===== config.mk =====
export PLATFORM = sky130hd
export DESIGN_NAME = cordic_atan2_magnitude
export DESIGN_NICKNAME = d
export VERILOG_FILES = /design/src/rtl/cordic_pkg.sv /design/src/rtl/cordic_atan2_magnitude.sv
export SDC_FILE = /design/constraint.sdc
export NUM_CORES = 2
export LEC_CHECK = 0
export ABC_CLOCK_PERIOD_IN_PS = 13400
export CAP_MARGIN = 25
export CORE_MARGIN = 1.5
export CORE_UTILIZATION = 40
export CTS_CLUSTER_DIAMETER = 40
export DETAILED_ROUTE_END_ITERATION = 16
export DONT_BUFFER_PORTS = 1
export GPL_ROUTABILITY_DRIVEN = 0
export SYNTH_ARGS = -nofsm -noshare
export SYNTH_HDL_FRONTEND = slang
export SYNTH_SLANG_ARGS = --single-unit

===== constraint.sdc =====
create_clock -name clk -period 13.4 [get_ports clk]
set_input_delay 0.67 -clock clk [delete_from_list [all_inputs] [get_ports clk]]
set_output_delay 0.67 -clock clk [all_outputs]
set_load 0.005 [all_outputs]

===== src/rtl/cordic_pkg.sv =====
`timescale 1ns / 1ps
// shared types, constants and the arctangent table for the cordic atan2/magnitude block
// no dependencies

package cordic_pkg;

	localparam int ITERATIONS = 23;
	localparam int FRAC_BITS  = 24;

	localparam int DATA_W    = 32;
	localparam int ANG_W     = 26;
	localparam int TAB_LEN   = 30;
	localparam int TAB_IDX_W = $clog2(TAB_LEN);
	localparam int CNT_W     = $clog2(ITERATIONS);
	localparam int GAIN_W    = FRAC_BITS;
	localparam int PROD_W    = DATA_W + GAIN_W + 1;

	localparam int IN_TDATA_W  = 64;
	localparam int OUT_TDATA_W = 64;

	// 0.6072529 in fixed point, truncated
	localparam logic [63:0] GAIN_FULL = (64'd6072529 << FRAC_BITS) / 64'd10000000;
	localparam logic [GAIN_W-1:0] GAIN = GAIN_FULL[GAIN_W-1:0];

	localparam logic [DATA_W-1:0] ANG_HALF_FULL = 32'd1 << (FRAC_BITS - 1);
	localparam logic [DATA_W-1:0] ANG_TURN_FULL = 32'd1 << FRAC_BITS;
	localparam logic [ANG_W-1:0]  ANG_HALF      = ANG_HALF_FULL[ANG_W-1:0];
	localparam logic [ANG_W-1:0]  ANG_TURN      = ANG_TURN_FULL[ANG_W-1:0];

	localparam logic [CNT_W-1:0] CNT_LAST = CNT_W'(ITERATIONS - 1);

	// atan(2^-i) / (2 pi) * 2^32, truncated
	localparam logic [DATA_W-1:0] ATAN_TURNS32 [TAB_LEN] = '{
		32'h20000000, 32'h12E4051D, 32'h09FB385B, 32'h051111D4, 32'h028B0D43,
		32'h0145D7E1, 32'h00A2F61E, 32'h00517C55, 32'h0028BE53, 32'h00145F2E,
		32'h000A2F98, 32'h000517CC, 32'h00028BE6, 32'h000145F3, 32'h0000A2F9,
		32'h0000517C, 32'h000028BE, 32'h0000145F, 32'h00000A2F, 32'h00000517,
		32'h0000028B, 32'h00000145, 32'h000000A2, 32'h00000051, 32'h00000028,
		32'h00000014, 32'h0000000A, 32'h00000005, 32'h00000002, 32'h00000001
	};

	typedef enum logic [1:0] {
		ST_IDLE,
		ST_ITER,
		ST_MUL
	} state_t;

	// table angle for one step, scaled to the angle format
	function automatic logic [ANG_W-1:0] atan_step(input logic [TAB_IDX_W-1:0] idx);
		logic [DATA_W-1:0] full;
		full = ATAN_TURNS32[idx] >> (DATA_W - FRAC_BITS);
		return full[ANG_W-1:0];
	endfunction

endpackage


===== src/rtl/cordic_atan2_magnitude.sv =====
`timescale 1ns / 1ps
// an accepted item runs 23 vectoring steps, then one gain multiply, before output tvalid
// items are processed one at a time, paced by the single
// shared add/shift unit that runs one vectoring step per cycle
// a new item is taken in the gain cycle if the output register is free
// reset (arst_n low, asynchronous) clears the sequencer and output valid; data registers hold
// depends on cordic_pkg

module cordic_atan2_magnitude (
	input  logic        clk,
	input  logic        arst_n,
	input  logic        s_axis_tvalid,
	output logic        s_axis_tready,
	input  logic [63:0] s_axis_tdata,   // [31:0] x_coord, [63:32] y_coord
	output logic        m_axis_tvalid,
	input  logic        m_axis_tready,
	output logic [63:0] m_axis_tdata    // [25:0] angle_turns, [57:26] magnitude, rest zero
);

	cordic_pkg::state_t state_q, state_d;

	logic                                 in_acc;
	logic                                 out_free;
	logic                                 load_out;
	logic [cordic_pkg::CNT_W-1:0]         cnt_q;
	logic signed [cordic_pkg::DATA_W-1:0] x_q, y_q;
	logic [cordic_pkg::ANG_W-1:0]         ang_q;
	logic [cordic_pkg::ANG_W-1:0]         angle_q;
	logic [cordic_pkg::DATA_W-1:0]        mag_q;
	logic                                 m_valid_q;

	logic signed [cordic_pkg::DATA_W-1:0] x_in, y_in, x0, y0;
	logic [cordic_pkg::ANG_W-1:0]         ang0;
	logic signed [cordic_pkg::DATA_W-1:0] x_sh, y_sh, x_nx, y_nx;
	logic [cordic_pkg::ANG_W-1:0]         step, ang_nx;
	logic                                 ypos;
	logic signed [cordic_pkg::PROD_W-1:0] prod;

	assign in_acc   = s_axis_tvalid & s_axis_tready;
	assign out_free = !m_valid_q || m_axis_tready;

	// range reduction of the incoming point
	assign x_in = $signed(s_axis_tdata[31:0]);
	assign y_in = $signed(s_axis_tdata[63:32]);

	always_comb begin
		if (x_in[cordic_pkg::DATA_W-1]) begin
			x0   = -x_in;
			y0   = -y_in;
			ang0 = cordic_pkg::ANG_HALF;
		end else begin
			x0   = x_in;
			y0   = y_in;
			ang0 = y_in[cordic_pkg::DATA_W-1] ? cordic_pkg::ANG_TURN : '0;
		end
	end

	// shared vectoring step
	assign ypos = !y_q[cordic_pkg::DATA_W-1] && (y_q != '0);
	assign x_sh = x_q >>> cnt_q;
	assign y_sh = y_q >>> cnt_q;
	assign step = cordic_pkg::atan_step(cordic_pkg::TAB_IDX_W'(cnt_q));

	always_comb begin
		if (ypos) begin
			x_nx   = x_q + y_sh;
			y_nx   = y_q - x_sh;
			ang_nx = ang_q + step;
		end else begin
			x_nx   = x_q - y_sh;
			y_nx   = y_q + x_sh;
			ang_nx = ang_q - step;
		end
	end

	// gain correction
	assign prod = x_q * $signed({1'b0, cordic_pkg::GAIN});

	always_ff @(posedge clk or negedge arst_n) begin
		if (!arst_n) begin
			state_q <= cordic_pkg::ST_IDLE;
		end else begin
			state_q <= state_d;
		end
	end

	always_comb begin
		state_d       = state_q;
		s_axis_tready = 1'b0;
		load_out      = 1'b0;
		case (state_q)
			cordic_pkg::ST_IDLE: begin
				s_axis_tready = 1'b1;
				if (s_axis_tvalid) begin
					state_d = cordic_pkg::ST_ITER;
				end
			end
			cordic_pkg::ST_ITER: begin
				if (cnt_q == cordic_pkg::CNT_LAST) begin
					state_d = cordic_pkg::ST_MUL;
				end
			end
			cordic_pkg::ST_MUL: begin
				if (out_free) begin
					load_out      = 1'b1;
					s_axis_tready = 1'b1;
					state_d       = s_axis_tvalid ? cordic_pkg::ST_ITER : cordic_pkg::ST_IDLE;
				end
			end
			default: begin
				state_d = cordic_pkg::ST_IDLE;
			end
		endcase
	end

	always_ff @(posedge clk or negedge arst_n) begin
		if (!arst_n) begin
			cnt_q <= '0;
		end else if (in_acc) begin
			cnt_q <= '0;
		end else if (state_q == cordic_pkg::ST_ITER) begin
			cnt_q <= cnt_q + 1'b1;
		end
	end

	always_ff @(posedge clk) begin
		if (in_acc) begin
			x_q   <= x0;
			y_q   <= y0;
			ang_q <= ang0;
		end else if (state_q == cordic_pkg::ST_ITER) begin
			x_q   <= x_nx;
			y_q   <= y_nx;
			ang_q <= ang_nx;
		end
	end

	always_ff @(posedge clk) begin
		if (load_out) begin
			angle_q <= ang_q;
			mag_q   <= prod[cordic_pkg::FRAC_BITS+cordic_pkg::DATA_W-1:cordic_pkg::FRAC_BITS];
		end
	end

	always_ff @(posedge clk or negedge arst_n) begin
		if (!arst_n) begin
			m_valid_q <= 1'b0;
		end else if (load_out) begin
			m_valid_q <= 1'b1;
		end else if (m_axis_tready) begin
			m_valid_q <= 1'b0;
		end
	end

	assign m_axis_tvalid = m_valid_q;
	assign m_axis_tdata  = {{(cordic_pkg::OUT_TDATA_W - cordic_pkg::DATA_W - cordic_pkg::ANG_W){1'b0}},
		mag_q, angle_q};

	// no item taken while the shared unit iterates
	a_no_ready_iter: assert property (@(posedge clk) disable iff (!arst_n)
		(state_q == cordic_pkg::ST_ITER) |-> !s_axis_tready)
		else $error("input ready during iteration");

	a_accept_starts: assert property (@(posedge clk) disable iff (!arst_n)
		in_acc |=> (state_q == cordic_pkg::ST_ITER) && (cnt_q == '0))
		else $error("accepted item did not start iterating");

	a_iter_done: assert property (@(posedge clk) disable iff (!arst_n)
		((state_q == cordic_pkg::ST_ITER) && (cnt_q == cordic_pkg::CNT_LAST))
		|=> (state_q == cordic_pkg::ST_MUL))
		else $error("last step not followed by gain cycle");

	a_valid_source: assert property (@(posedge clk) disable iff (!arst_n)
		$rose(m_valid_q) |-> $past(state_q == cordic_pkg::ST_MUL))
		else $error("output valid without gain cycle");

	// a result is only loaded into a free output register
	a_no_overwrite: assert property (@(posedge clk) disable iff (!arst_n)
		load_out |-> (!m_valid_q || m_axis_tready))
		else $error("output overwritten while stalled");

endmodule

==> metrics.log <==
[metrics] status: finished clean
[metrics] hold-critical path depth: 2
[metrics] height of the die: 291 um
[metrics] GR Util All Layers: 23.4%
[metrics] first-pass GRT wire length: 152 mm
[metrics] Ant. Diodes: 0
[metrics] clock buffers created by TritonCTS: 17
[metrics] CTS tree: yes
[metrics] crit start category: flip-flop
[metrics] total of flip-flops plus latches after synthesis: 156
[metrics] smallest setup slack after layout: 5.03 ns
[metrics] routed length per instance: 21.9 um
[metrics] fraction of post-synthesis cell area in the top cell type by area: 20.9%
[metrics] max-slew violations: 0
[metrics] data required time at the worst endpoint: 13.66 ns
[metrics] clk sinks: 156
[metrics] number of antenna violations at the first check in global routing: 2
[metrics] critical path peak fanout: 14
[metrics] Setup TNS: 0 ns
[metrics] Netlist Area Pre-Place: 33100 um2
[metrics] MaxCap Viol Count: 0
[metrics] area growth from synthesis to layout: 4.91%
[metrics] CTS clock-pin slew for the worst setup and hold paths: 0.09 ns
[metrics] CTS H-Tree Depth: 4
[metrics] Final Net Count: 4281
[metrics] vias in the first global route: 25500
[metrics] share of final-layout standard cells stronger than drive strength 1: 6.52%
[metrics] Routed Antenna Nets: 0
[metrics] half-perimeter wire length of the detailed placement result: 80.7 mm
[metrics] maximum clock frequency: 0.119 GHz
[metrics] clock period minus final worst setup slack: 8.37 ns
[metrics] Unique masters post-synth: 96
[metrics] post-CTS setup buffer count: 0
[metrics] number of endpoints with negative hold slack in the final report: 0
[metrics] leading cell type by number of instances after synthesis: sky130_fd_sc_hd__inv_1
[metrics] overall routed net length: 99.1 mm
[metrics] Synth async-reset ratio: 5.13%
[metrics] number of detailed-route iterations in the first pass: 6
[metrics] Setup violations, final: 0
[metrics] class of the tightest hold or removal check: in2reg
[metrics] clock buffer depth: 2
[metrics] setup repair after global routing missed its margin: false
[metrics] post-synthesis sequential area ratio: 14.0%
[metrics] number of DRC violations after detailed-routing iteration 0: 2477
[metrics] R2R depth: 22
[metrics] Worst Path Class, Setup: reg2reg
[metrics] DR vias/cell: 5.76
[metrics] primary flip-flop cell chosen by synthesis mapping: sky130_fd_sc_hd__edfxtp_1
[metrics] post-synthesis average cell area: 9.46 um2
[metrics] maximum number of pins on one net before global-route repair: 74
[metrics] worst setup skew after layout: 0.0287 ns
[metrics] placed inst area: 34200 um2
[metrics] count of boundary I/O pins: 134
[metrics] remaining routing DRC violations: 0
[metrics] full die area: 84600 um2
[metrics] endpoint arrival time on the critical path: 8.63 ns
[metrics] starting utilization of the core area: 40.4%
[metrics] Final Cell Area: 34800 um2
[metrics] worst slew pin tran: 0.988 ns
[metrics] count of port buffers added during placement: 0
[metrics] Synth Warn #: 0
[metrics] portion of the clock cycle consumed by the worst path in the final layout: 62.5%
[metrics] Root Buffer: sky130_fd_sc_hd__clkbuf_16
[metrics] DP Worst Slack: 5.16 ns
[metrics] Commonest cells post-synth: sky130_fd_sc_hd__inv_1 (524), sky130_fd_sc_hd__ha_1 (427), sky130_fd_sc_hd__fa_1 (346)
[metrics] area of the core region: 82100 um2
[metrics] Synth area leader: sky130_fd_sc_hd__fa_1
[metrics] clock insertion delay at the later pin of the skew report: 0.53 ns
[metrics] headroom to the max-slew limit: 33.6%
[metrics] vias: 26100
[metrics] overall die width: 291 um
[metrics] gate count of the mapped netlist: 3504
[metrics] number of core rows: 105
[metrics] number of synthesized flops with an enable pin: 148
[metrics] critical path endpoint category: flip-flop
[metrics] global route overflow: 0
[metrics] top cells by area, synth: sky130_fd_sc_hd__fa_1 (21%), sky130_fd_sc_hd__ha_1 (16%), sky130_fd_sc_hd__edfxtp_1 (13%)
==> layer usage <==
layer / global-route usage [%] / share of wire [%]
met1: 32.4 / 44
met2: 36.0 / 44
met3: 4.10 / 7.9
met5: 0 / 0.012
met4: 9.95 / 4.2
==> layout by cell type (no fill, tap or decap), drive strengths merged, types with 19 or more instances in the layout <==
master | netlist | layout
a211oi | 25 | 25
a21o | 96 | 96
a21oi | 188 | 188
a31oi | 30 | 30
and2 | 23 | 23
buf | 57 | 33
clkbuf | 66 | 19
edfxtp | 148 | 148
fa | 346 | 346
ha | 427 | 427
inv | 525 | 532
mux2 | 30 | 30
mux2i | 65 | 65
mux4 | 67 | 67
nand2 | 200 | 200
nand2b | 37 | 37
nand3 | 51 | 51
nand4 | 19 | 19
nor2 | 170 | 170
nor3 | 31 | 31
o211ai | 22 | 22
o21ai | 189 | 189
o21bai | 20 | 20
o22ai | 24 | 24
o31ai | 31 | 31
or3 | 21 | 21
xnor2 | 207 | 207
xor2 | 123 | 123
==> worst max-delay path, cell delays in order, from the launching register on <==
cell and delay (ns):
sky130_fd_sc_hd__edfxtp_1 0.85, sky130_fd_sc_hd__ha_1 0.46, sky130_fd_sc_hd__xnor2_1 0.20, sky130_fd_sc_hd__o21ai_0 0.41
sky130_fd_sc_hd__fa_1 0.55, sky130_fd_sc_hd__fa_1 0.57, sky130_fd_sc_hd__fa_1 0.44, sky130_fd_sc_hd__fa_1 0.51
sky130_fd_sc_hd__inv_1 0.05, sky130_fd_sc_hd__fa_1 0.47, sky130_fd_sc_hd__inv_1 0.04, sky130_fd_sc_hd__ha_1 0.38
sky130_fd_sc_hd__nand4_1 0.15, sky130_fd_sc_hd__a2111oi_0 0.54, sky130_fd_sc_hd__nand3_1 0.15, sky130_fd_sc_hd__a31oi_1 0.25
sky130_fd_sc_hd__a2111oi_1 0.09, sky130_fd_sc_hd__buf_4 0.17, sky130_fd_sc_hd__o31ai_1 0.77, sky130_fd_sc_hd__nor3_1 0.18
sky130_fd_sc_hd__o311ai_0 0.55, sky130_fd_sc_hd__a21oi_1 0.16, sky130_fd_sc_hd__xnor2_1 0.15
==> kinds of logic after synthesis <==
kind of cell    after synthesis  synth area share (%)
compound gates              764                  14.9
xor+xnor                    330                  8.72
fa+ha+maj                   773                  37.0
buf+inv                     649                  7.77
flops                       156                  14.0
mux                         162                  7.54
other cells                   1                0.0113
simple gates                669                  10.0
==> state kept, by name, summed over array words and instances (netlist names) <==
name,cells
x_q,32
mag_q,32
ang_q,26
m_axis_tvalid,1
state_q,2
y_q,32
cnt_q,5
angle_q,26
==> through the flow <==
| stage | cells | utilization [%] | hold slack, ns |
|---|---|---|---|
| 5_1_grt | 4523 | 42.3 | 0.367 |
| 3_5_place_dp | 4489 | 41.6 | 0.375 |
| 6_report | 4523 | 42.3 | 0.353 |
| 3_3_place_gp | 4489 | 41.6 | 0.375 |
| 2_1_floorplan | 3509 | - | 0.374 |
| 4_1_cts | 4522 | 42.3 | 0.311 |
==> final timing paths <==
path | from | endpoint | slack [ns]
setup / recovery | x_q[9] | mag_q[31] | 5.03
hold / removal | m_axis_tready | m_axis_tvalid | 0.35
setup reg to reg | x_q[9] | mag_q[31] | 5.03
hold reg to reg | ang_q[22] | angle_q[22] | 0.48
max in group asynchronous | arst_n | cnt_q[0] | 12.56
min in group asynchronous | arst_n | cnt_q[3] | 0.51
==> what timing repair did <==
item / in CTS / in global routing
resized for setup: 0 / 0
hold buffers: 1 / 0
hold endpoints to repair: 8 / 0
setup endpoints to repair: 0 / 0
==> layout make-up <==
| type | instances | area (um2) |
|---|---|---|
| Fill cell | 7973 | 47300 |
| Multi-Input combinational cell | 2704 | 26000 |
| Sequential cell | 156 | 4660 |
| Inverter | 526 | 1970 |
| Tap cell | 1070 | 1340 |
| Clock buffer | 18 | 429 |
| Timing Repair Buffer | 35 | 263 |
| Clock inverter | 14 | 129 |
Power is not shown: default switching activity piles up to over one toggle a cycle in this logic, so the estimate is an artifact.
